`src/sv/cfc_pkg.sv`:
```
// cfc_pkg: types and constants shared by the cuckoo flow counter modules
// no dependencies
package cfc_pkg;

  localparam int KEY_W   = 32;
  localparam int CNT_W   = 32;
  localparam int KICK_W  = 6;
  localparam int MODE_W  = 2;
  localparam int STAT_W  = 3;
  localparam logic [KICK_W-1:0] KICKS_RESET = 6'd4;

  typedef enum logic [MODE_W-1:0] {
    MODE_COUNT  = 2'd0,
    MODE_FIND   = 2'd1,
    MODE_REMOVE = 2'd2,
    MODE_SPARE  = 2'd3
  } mode_t;

  typedef enum logic [STAT_W-1:0] {
    ST_INCR     = 3'd0,
    ST_PLACED   = 3'd1,
    ST_KICKED   = 3'd2,
    ST_DROPPED  = 3'd3,
    ST_FOUND    = 3'd4,
    ST_ABSENT   = 3'd5,
    ST_REMOVED  = 3'd6,
    ST_RMV_MISS = 3'd7
  } status_t;

  typedef enum logic [3:0] {
    S_CLEAR,
    S_IDLE,
    S_LOOK_RD,
    S_LOOK_EV,
    S_T1_RD,
    S_T1_EV,
    S_T2_RD,
    S_T2_EV,
    S_OUT
  } state_t;

  // controller to datapath
  typedef struct packed {
    logic clr_step;
    logic load;
    logic look_rd;
    logic look_do;
    logic t1_rd;
    logic t1_do;
    logic t2_rd;
    logic t2_do;
    logic out_load;
  } cmd_t;

  // datapath to controller
  typedef struct packed {
    logic clr_done;
    logic is_count;
    logic hit;
    logic t1_empty;
    logic kicks_max;
    logic t2_empty;
  } sts_t;

  function automatic logic [CNT_W-1:0] sat_inc(input logic [CNT_W-1:0] a,
                                             input logic [CNT_W-1:0] b);
    logic [CNT_W:0] s;
    s = {1'b0, a} + {1'b0, b};
    sat_inc = s[CNT_W] ? '1 : s[CNT_W-1:0];
  endfunction

endpackage

```
`src/sv/cfc_ctrl.sv`:
```
// cfc_ctrl: sequencer for lookup, eviction rounds and the clearing pass
// depends on cfc_pkg
module cfc_ctrl (
  input  logic          clk,
  input  logic          rst_n,
  input  logic          in_valid,
  output logic          in_ready,
  output logic          out_valid,
  input  logic          out_ready,
  input  cfc_pkg::sts_t sts,
  output cfc_pkg::cmd_t cmd
);
  cfc_pkg::state_t state_r, state_nxt;
  logic ov_r, ov_nxt;

  always_ff @(posedge clk) begin
    if (!rst_n) begin
      state_r <= cfc_pkg::S_CLEAR;
      ov_r    <= 1'b0;
    end else begin
      state_r <= state_nxt;
      ov_r    <= ov_nxt;
    end
  end

  always_comb begin
    state_nxt = state_r;
    case (state_r)
      cfc_pkg::S_CLEAR:   if (sts.clr_done) state_nxt = cfc_pkg::S_IDLE;
      cfc_pkg::S_IDLE:    if (in_valid) state_nxt = cfc_pkg::S_LOOK_RD;
      cfc_pkg::S_LOOK_RD: state_nxt = cfc_pkg::S_LOOK_EV;
      cfc_pkg::S_LOOK_EV: begin
        if (sts.hit || !sts.is_count) state_nxt = cfc_pkg::S_OUT;
        else state_nxt = cfc_pkg::S_T1_RD;
      end
      cfc_pkg::S_T1_RD:   state_nxt = cfc_pkg::S_T1_EV;
      cfc_pkg::S_T1_EV: begin
        if (sts.t1_empty || sts.kicks_max) state_nxt = cfc_pkg::S_OUT;
        else state_nxt = cfc_pkg::S_T2_RD;
      end
      cfc_pkg::S_T2_RD:   state_nxt = cfc_pkg::S_T2_EV;
      cfc_pkg::S_T2_EV: begin
        if (sts.t2_empty) state_nxt = cfc_pkg::S_OUT;
        else state_nxt = cfc_pkg::S_T1_RD;
      end
      cfc_pkg::S_OUT:     if (!ov_r || out_ready) state_nxt = cfc_pkg::S_IDLE;
      default:            state_nxt = cfc_pkg::S_CLEAR;
    endcase
  end

  always_comb begin
    cmd = '0;
    in_ready = 1'b0;
    ov_nxt = ov_r && !out_ready;
    case (state_r)
      cfc_pkg::S_CLEAR:   cmd.clr_step = 1'b1;
      cfc_pkg::S_IDLE: begin
        in_ready = 1'b1;
        cmd.load = in_valid;
      end
      cfc_pkg::S_LOOK_RD: cmd.look_rd = 1'b1;
      cfc_pkg::S_LOOK_EV: cmd.look_do = 1'b1;
      cfc_pkg::S_T1_RD:   cmd.t1_rd = 1'b1;
      cfc_pkg::S_T1_EV:   cmd.t1_do = 1'b1;
      cfc_pkg::S_T2_RD:   cmd.t2_rd = 1'b1;
      cfc_pkg::S_T2_EV:   cmd.t2_do = 1'b1;
      cfc_pkg::S_OUT: begin
        if (!ov_r || out_ready) begin
          cmd.out_load = 1'b1;
          ov_nxt = 1'b1;
        end
      end
      default: ;
    endcase
  end

  assign out_valid = ov_r;

  a_no_accept_busy: assert property (@(posedge clk) disable iff (!rst_n)
    in_ready |-> state_r == cfc_pkg::S_IDLE) else $error("accept outside idle");
  a_load_hold: assert property (@(posedge clk) disable iff (!rst_n)
    (ov_r && !out_ready) |=> $stable(ov_r)) else $error("result lost");
  a_look_seq: assert property (@(posedge clk) disable iff (!rst_n)
    cmd.look_rd |=> cmd.look_do) else $error("lookup sequence");
endmodule

```
`config.mk`:
```
export PLATFORM = sky130hd
export DESIGN_NAME = cfc_ctrl
export DESIGN_NICKNAME = d
export VERILOG_FILES = /design/src/sv/cfc_pkg.sv /design/src/sv/cfc_ctrl.sv
export SDC_FILE = /design/constraint.sdc
export NUM_CORES = 1
export LEC_CHECK = 0
export BUFFER_PORTS_ARGS = -buffer_cell sky130_fd_sc_hd__buf_4
export CAP_MARGIN = 5
export CELL_PAD_IN_SITES_DETAIL_PLACEMENT = 2
export CELL_PAD_IN_SITES_GLOBAL_PLACEMENT = 2
export CORE_MARGIN = 2
export CORE_UTILIZATION = 25
export DETAILED_ROUTE_END_ITERATION = 10
export GPL_ROUTABILITY_DRIVEN = 0
export PLACE_DENSITY_LB_ADDON = 0.1
export SYNTH_ARGS = -nofsm -noshare
export SYNTH_HDL_FRONTEND = slang
export SYNTH_SLANG_ARGS = --single-unit
```
`constraint.sdc`:
```
create_clock -name clk -period 2.7 [get_ports clk]
set_input_delay 0.54 -clock clk [delete_from_list [all_inputs] [get_ports clk]]
set_output_delay 0.54 -clock clk [all_outputs]
set_load 0.02 [all_outputs]
```
======== Word level (Yosys, flattened, before mapping) ========
Cells that the tools add are included.
cells by class
  equality and inequality tests ........... 11
  mux-type cells .......................... 20
  reduce and logical (&&, ||, !) cells .... 9
operators by type and width
  operator            count
  $pmux 4 s9          1
  $mux 4              6
  $eq 4x3->1 const B  4
  $mux 1              13
  $eq 4x2->1 const B  2
  $ne 2x2->1 const B  3
  $eq 4x1->1 const B  1
  $eq 4x4->1 const B  1
  $logic_not 4->1     1
  $logic_not 1->1     3
  $logic_or 1x1->1    3
  $reduce_and 3->1    1
  $logic_and 1x1->1   1
storage, ports and cells
  input bits .............................. 10
  register bits ........................... 5

======== Logic depth before layout (Yosys ltp) ========
Gate-level depths: netlist (run 1).
  depth in word-level cells ............... 4
  gate-level depth with buffers ........... 4
  mapped depth without buffers ............ 3

======== Worst setup path after synthesis (run 1) ========
OpenSTA, ideal clock, no wires.
  path kind ............................... reg-to-output
  start point ............................. reg state_r[1]
  end point ............................... out cmd[7] in the netlist's numbering
  slack ................................... 733 ps
  cell stages (with the launch flop) ...... 5
  data required time ...................... 2160 ps
  buffers on the path ..................... 1
  arrival ................................. 1427 ps
  cell sequence ........................... dfxtp_1 > buf_6 > nand2b_1 > nor3_1 > and2_1
RTL lines
  element                 RTL line        source
  start, declared         cfc_ctrl.sv:13  cfc_pkg::state_t state_r, state_nxt;
  start signal, assigned  cfc_ctrl.sv:18  state_r <= cfc_pkg::S_CLEAR;
  start signal, assigned  cfc_ctrl.sv:21  state_r <= state_nxt;
  end, declared           cfc_ctrl.sv:11  output cfc_pkg::cmd_t cmd

==> impl_metrics.toml, run 1 <==
[outcome]
outcome = "finished, final reports clean"

[timing]
fin_worst_hold_slack_ns = 0.575
final-setup-viol-count = 0
hold_viol = 0
rsz_0062_raised_after_global_routing = "false"
max_freq_mhz = 483
worst_clock_skew_ns = 0.00143
maxSlewViolCount = 0
setup_tns_ns = 0
period_minus_slack_ns = 2.07
tightest_slew_ns = 0.406
share_of_the_cycle_needed_by_the_critical_path_after_routing_pct = 76.7
relSlewSlack_pct = 72.7

[clock_tree]
number_of_buffers_on_the_longest_clock_path = 2
ctsRootBufferMaster = "clkbuf_4"
clk-insertion-delay-late_ns = 0.24
number_of_setup_buffers_added_after_cts = 0
cts_tree = "built"
deepest_level_of_the_cts_h_tree = 1
cts.hold.buffers_added = 0
cts_repair_resize_count = 0
num_clock_sinks = 5
tritoncts_buffers = 3
clk_transition_reported_paths_ns = 0.04

[power]
p_leak_nw = 0.249
vdd_drop_max_uv = 104
power_density_mw_per_mm2 = 412

[synth]
synth_top_family_by_area = "simple AND/OR/NAND/NOR gates"
synth-adder-area-share_pct = 0
synthesis.nets = 59
synth.ff_latch_count = 5
post_synth_and_or_nand_nor_area_fraction_pct = 42.2
avgSynthCellArea_um2 = 8.66
syn-cell-area_um2 = 424
synthCells = 49
synthXorXnorAreaFrac_pct = 0
yosys_warnings = 0
synth_seq_area_share_pct = 23.6
synth_mux_area_share_pct = 2.36
synth-compound-area-share_pct = 21.2
post_synth_num_cell_types = 27

[placement]
io_buffer_count = 20
hpwlAfterDp_um = 957

[final_layout]
multi_input_area_um2 = 279
mostFrequentLayoutCell = "buf_4"
most_frequent_cells_in_the_layout = "buf_4, nor2_1, nand2b_1, dfxtp_1, nor3_1"
seqCellArea_um2 = 100
n_fill_cell = 191
fraction_of_final_layout_cells_sized_beyond_drive_strength_1_pct = 39.1
num-nets-final = 80
synthToLayoutAreaGrowth_pct = 36.6
diodes = 0

[worst_setup_path]
rr_startpoint = "state_r[3]"
reg2reg_depth = 3
cpPeakStageDelay_ns = 0.52
critPathArrivalTime_ns = 1.53
critical_path.cell_chain = "nor4b_2 > nor2b_1 > buf_4"
reg2reg_slack_ns = 1.27
worst_path_max_delay_cell = "dfxtp_1"
cp_data_required_time_ns = 2.16
crit_path_max_fanout = 10
critPathCaptureType = "primary output"
cp-startpoint = "state_r[3]"
critPathLaunchType = "flip-flop"
crit_path_end = "cmd[0]"
worstSetupPathType = "flip-flop to primary output"
worst_r2r_endpoint = "state_r[0]"

[drt]
avg_vias_per_cell = 5.28
drt-initial-drc-count = 0
drcViolationCount = 0
routed_wire_length_per_instance_um = 14.5
final_antenna_net_count = 0
wl_um = 1230
route.vias.total = 449
firstDrtPassIters = 1

[floorplan]
die_h_um = 45.2
floorplan.rows = 14
core-area_mm2 = 0.00154
die_area_mm2 = 0.00204
floorplan.die.width_um = 45.2
ios = 21
start_util_pct = 27.5

[global_routing]
grt_first_pass_wirelength_um = 2120
grt_pass1_vias = 456
global_route.usage.total_pct = 15.2
grt_antenna_before_repair = 0
grt_max_degree = 13
total_grt_overflow = 0

[min_path]
hp-class = "input pin to flip-flop"

[job]
cap_viol_max_count = 0
cell type report:
class | instances | area share, %
tap | 16 | 3.46
timing repair buffer | 20 | 25.9
inverter | 1 | 0.648
multi-input combinational | 39 | 48.2
sequential | 5 | 17.3
clock buffer | 4 | 4.54
worst min path at each step:
| stage | startpoint | end | slack (ns) | depth (start not counted) |
|---|---|---|---|---|
| global route | sts[0] | state_r[3] | 0.61 | 3 |
| global placement | state_r[3] | state_r[1] | 0.65 | 1 |
| CTS | sts[4] | state_r[2] | 0.57 | 3 |
| detailed placement | state_r[3] | state_r[1] | 0.63 | 1 |
| floorplan | state_r[3] | state_r[1] | 0.51 | 2 |
| finish | sts[4] | state_r[2] | 0.58 | 3 |
critical path: cells and delay by family, from the launching register on:
kind | cells | cell delay, ns
and+or+nand+nor | 2 | 0.62
buffers and inverters | 1 | 0.14
DFF | 1 | 0.52
synthesized netlist by cell type:
| master | instances | share of area [%] |
|---|---|---|
| dfxtp_1 | 5 | 24 |
| a21boi_1 | 1 | 1.8 |
| buf_6 | 3 | 8.0 |
| nor4_1 | 1 | 1.5 |
| a22oi_1 | 1 | 1.8 |
| or3_1 | 1 | 1.5 |
| nand2b_4 | 1 | 3.2 |
| nand2b_1 | 5 | 7.4 |
| nor2_1 | 6 | 5.3 |
| and2_1 | 1 | 1.5 |
| o31ai_1 | 1 | 1.8 |
| o21ai_0 | 1 | 1.2 |
| o311a_1 | 1 | 2.4 |
| mux2i_1 | 1 | 2.4 |
| a31oi_1 | 1 | 1.5 |
| nor3_1 | 4 | 4.7 |
| o21a_1 | 1 | 1.8 |
| buf_4 | 1 | 1.8 |
| and4bb_1 | 1 | 2.9 |
| nand2_1 | 2 | 1.8 |
| a22o_1 | 1 | 2.1 |
| a2111oi_2 | 2 | 7.1 |
| nor2b_1 | 3 | 4.4 |
| inv_1 | 1 | 0.88 |
| and4b_1 | 1 | 2.4 |
| nor4b_2 | 1 | 3.5 |
| nand4b_1 | 1 | 2.1 |
sequential cells by signal, summed over array words and instances (netlist names):
| register | flops |
|---|---|
| state_r | 4 |
| out_valid | 1 |
where the power goes:
| part | internal [mW] | switching, mW |
|---|---|---|
| Clock | 0.0559 | 0.0307 |
| Sequential | 0.0776 | 0.0109 |
| Combinational | 0.0333 | 0.0304 |
metal layers:
layer,global-route usage [%],up-vias,part of all wire [%]
met1,18.8,209,43
met4,12.4,0,2.8
met2,22.6,17,49
met3,2.80,4,5.4
li1,-,219,-
met5,0,-,0
per-stage QoR:
stage	total power, mW	setup WS, ns	cells	utilization, %	area [um2]
finish	0.239	0.628	85	37.6	579
global route	0.259	0.473	85	37.6	579
CTS	0.244	0.605	85	37.6	579
detailed placement	0.154	0.872	81	35.9	553
global placement	0.153	0.851	81	35.9	553
floorplan	0.130	0.733	49	-	424
logic make-up after synthesis:
| logic type | Yosys count |
|---|---|
| flops | 5 |
| buf+inv | 5 |
| mux | 1 |
| compound gates | 10 |
| simple gates | 28 |
No activity file was read; power rests on OpenSTA's default activity.
==> run 2, diff against run 1 <==
--- a/config.mk
+++ b/config.mk
@@ -10,7 +10,7 @@
 export CELL_PAD_IN_SITES_DETAIL_PLACEMENT = 2
 export CELL_PAD_IN_SITES_GLOBAL_PLACEMENT = 2
 export CORE_MARGIN = 2
-export CORE_UTILIZATION = 25
+export CORE_UTILIZATION = 21
 export DETAILED_ROUTE_END_ITERATION = 10
 export GPL_ROUTABILITY_DRIVEN = 0
 export PLACE_DENSITY_LB_ADDON = 0.1
==> constraint.sdc (replaced) <==
create_clock -name clk -period 1.8 [get_ports clk]
set_input_delay 0.36 -clock clk [delete_from_list [all_inputs] [get_ports clk]]
set_output_delay 0.36 -clock clk [all_outputs]
set_load 0.02 [all_outputs]
==> run 2 against run 1 <==
Final cell count increased by 15%. Worst setup slack got worse by 0.51 ns. Non-clock buffer count increased by 2. Combinational power increased by 50%. Worst hold slack got worse by 0.18 ns. Final area increased by 6.0%. Clock power increased by 60%. Clock skew increased by 0.0013 ns. Via count unchanged. Critical path type unchanged. Largest cell class unchanged.
==> impl_metrics.toml, run 2 (synthesis gave the netlist of run 1 again) <==
[outcome]
outcome = "finished, final reports clean"

[floorplan]
floorplan.die.width_um = 48.9
ios = 21
core-area_mm2 = 0.00194
start_util_pct = 21.8
die_h_um = 48.9
die_area_mm2 = 0.00240
floorplan.rows = 16

[worst_setup_path]
crit_path_max_fanout = 10
worstSetupPathType = "flip-flop to primary output"
critPathLaunchType = "flip-flop"
critical_path.cell_chain = "nor4b_2 > nor2b_1 > buf_4"
cpPeakStageDelay_ns = 0.43
worst_path_max_delay_cell = "dfxtp_1"
cp_data_required_time_ns = 1.44
critPathArrivalTime_ns = 1.33
critPathCaptureType = "primary output"

[power]
power_density_mw_per_mm2 = 599
vdd_drop_max_uv = 348
p_leak_nw = 0.261
finalPower_mw = 0.368

[drt]
routed_wire_length_per_instance_um = 13.4
final_antenna_net_count = 0
route.vias.total = 449
drcViolationCount = 0
drt-initial-drc-count = 0
avg_vias_per_cell = 4.58
firstDrtPassIters = 1
wl_um = 1320

[global_routing]
grt_antenna_before_repair = 0
met3_usage_grt_pct = 5.83
total_grt_overflow = 0
use_met1_pct = 15.7
grt_pass1_vias = 427
grt_max_degree = 13
global_route.usage.total_pct = 12.2
global_route.usage.met2_pct = 16.4
grt_first_pass_wirelength_um = 2090
gr-max-usage-layer = "met2"

[timing]
worst_clock_skew_ns = 0.00275
share_of_the_cycle_needed_by_the_critical_path_after_routing_pct = 93.7
tightest_slew_ns = 0.434
period_minus_slack_ns = 1.69
relSlewSlack_pct = 70.8
rsz_0062_raised_after_global_routing = "false"
setup_tns_ns = 0
final-setup-viol-count = 0
hold_viol = 0
maxSlewViolCount = 0
max_freq_mhz = 593

[min_path]
hp-class = "input pin to flip-flop"

[final_layout]
fraction_of_final_layout_cells_sized_beyond_drive_strength_1_pct = 45.1
num-nets-final = 82
mostFrequentLayoutCell = "buf_4"
synthToLayoutAreaGrowth_pct = 44.8
most_frequent_cells_in_the_layout = "buf_4, nor2_1, nand2b_1, nor3_1"
diodes = 0
number_of_flip_flops_in_the_largest_register = 4
largest_register = "state_r"

[clock_tree]
number_of_buffers_on_the_longest_clock_path = 2
clk-insertion-delay-late_ns = 0.25
cts_tree = "built"
tritoncts_buffers = 3
clk_transition_reported_paths_ns = 0.05
deepest_level_of_the_cts_h_tree = 1
number_of_setup_buffers_added_after_cts = 0
ctsRootBufferMaster = "clkbuf_4"
num_clock_sinks = 5

[job]
cap_viol_max_count = 0

[placement]
io_buffer_count = 20
hpwlAfterDp_um = 1030
run 2: through the flow:
| stage | hold WS (ns) | utilization [%] | instance area (um2) | cells | setup WS, ns |
|---|---|---|---|---|---|
| final | 0.399 | 31.6 | 614 | 98 | 0.113 |
| after global routing | 0.411 | 31.6 | 614 | 98 | 0.0143 |
| after CTS | 0.391 | 31.4 | 611 | 98 | 0.0166 |
| after detailed placement | 0.648 | 30.0 | 582 | 94 | 0.204 |
| after global placement | 0.653 | 30.0 | 582 | 94 | 0.252 |
| after floorplan | 0.513 | - | 424 | 49 | 0.0126 |
run 2: worst max-delay path, delay by kind of cell (launching register included):
family,cells,cell delay (ns)
simple gates,2,0.50
buf+inv,1,0.15
flops,1,0.43
run 2: final timing paths:
path | to | slack, ns | depth (start not counted) | from
max | cmd[0] | 0.11 | 3 | state_r[2]
min | state_r[2] | 0.40 | 3 | sts[4]
max reg2reg | state_r[0] | 0.36 | 4 | state_r[2]
min reg2reg | state_r[1] | 0.54 | 1 | state_r[3]
run 2: where the power goes:
part	leakage, nW	internal (mW)	switching (mW)
combinational	0.204	0.0504	0.0451
clock	0.0150	0.0843	0.0533
sequential	0.0422	0.118	0.0176
total	0.261	0.252	0.116
run 2: routing by layer:
layer  vias up  share of wire [%]
met5         -                  0
met2        14                 42
li1        224                  -
met4         0                2.1
met1       207                 49
met3         4                6.8
run 2: final cells by class:
class | count | area (um2)
clock buffers | 4 | 26.3
multi-input cells | 39 | 279
fillers | 245 | 1330
repair buffers | 22 | 165
flip-flops and latches | 5 | 106
well taps | 27 | 33.8
inverters | 1 | 3.75
run 2: what timing repair did:
action	4_1_cts	5_1_grt
hold endpoints to repair	0	0
gates resized for setup	2	2
setup endpoints to repair	2	1
hold buffers	0	0
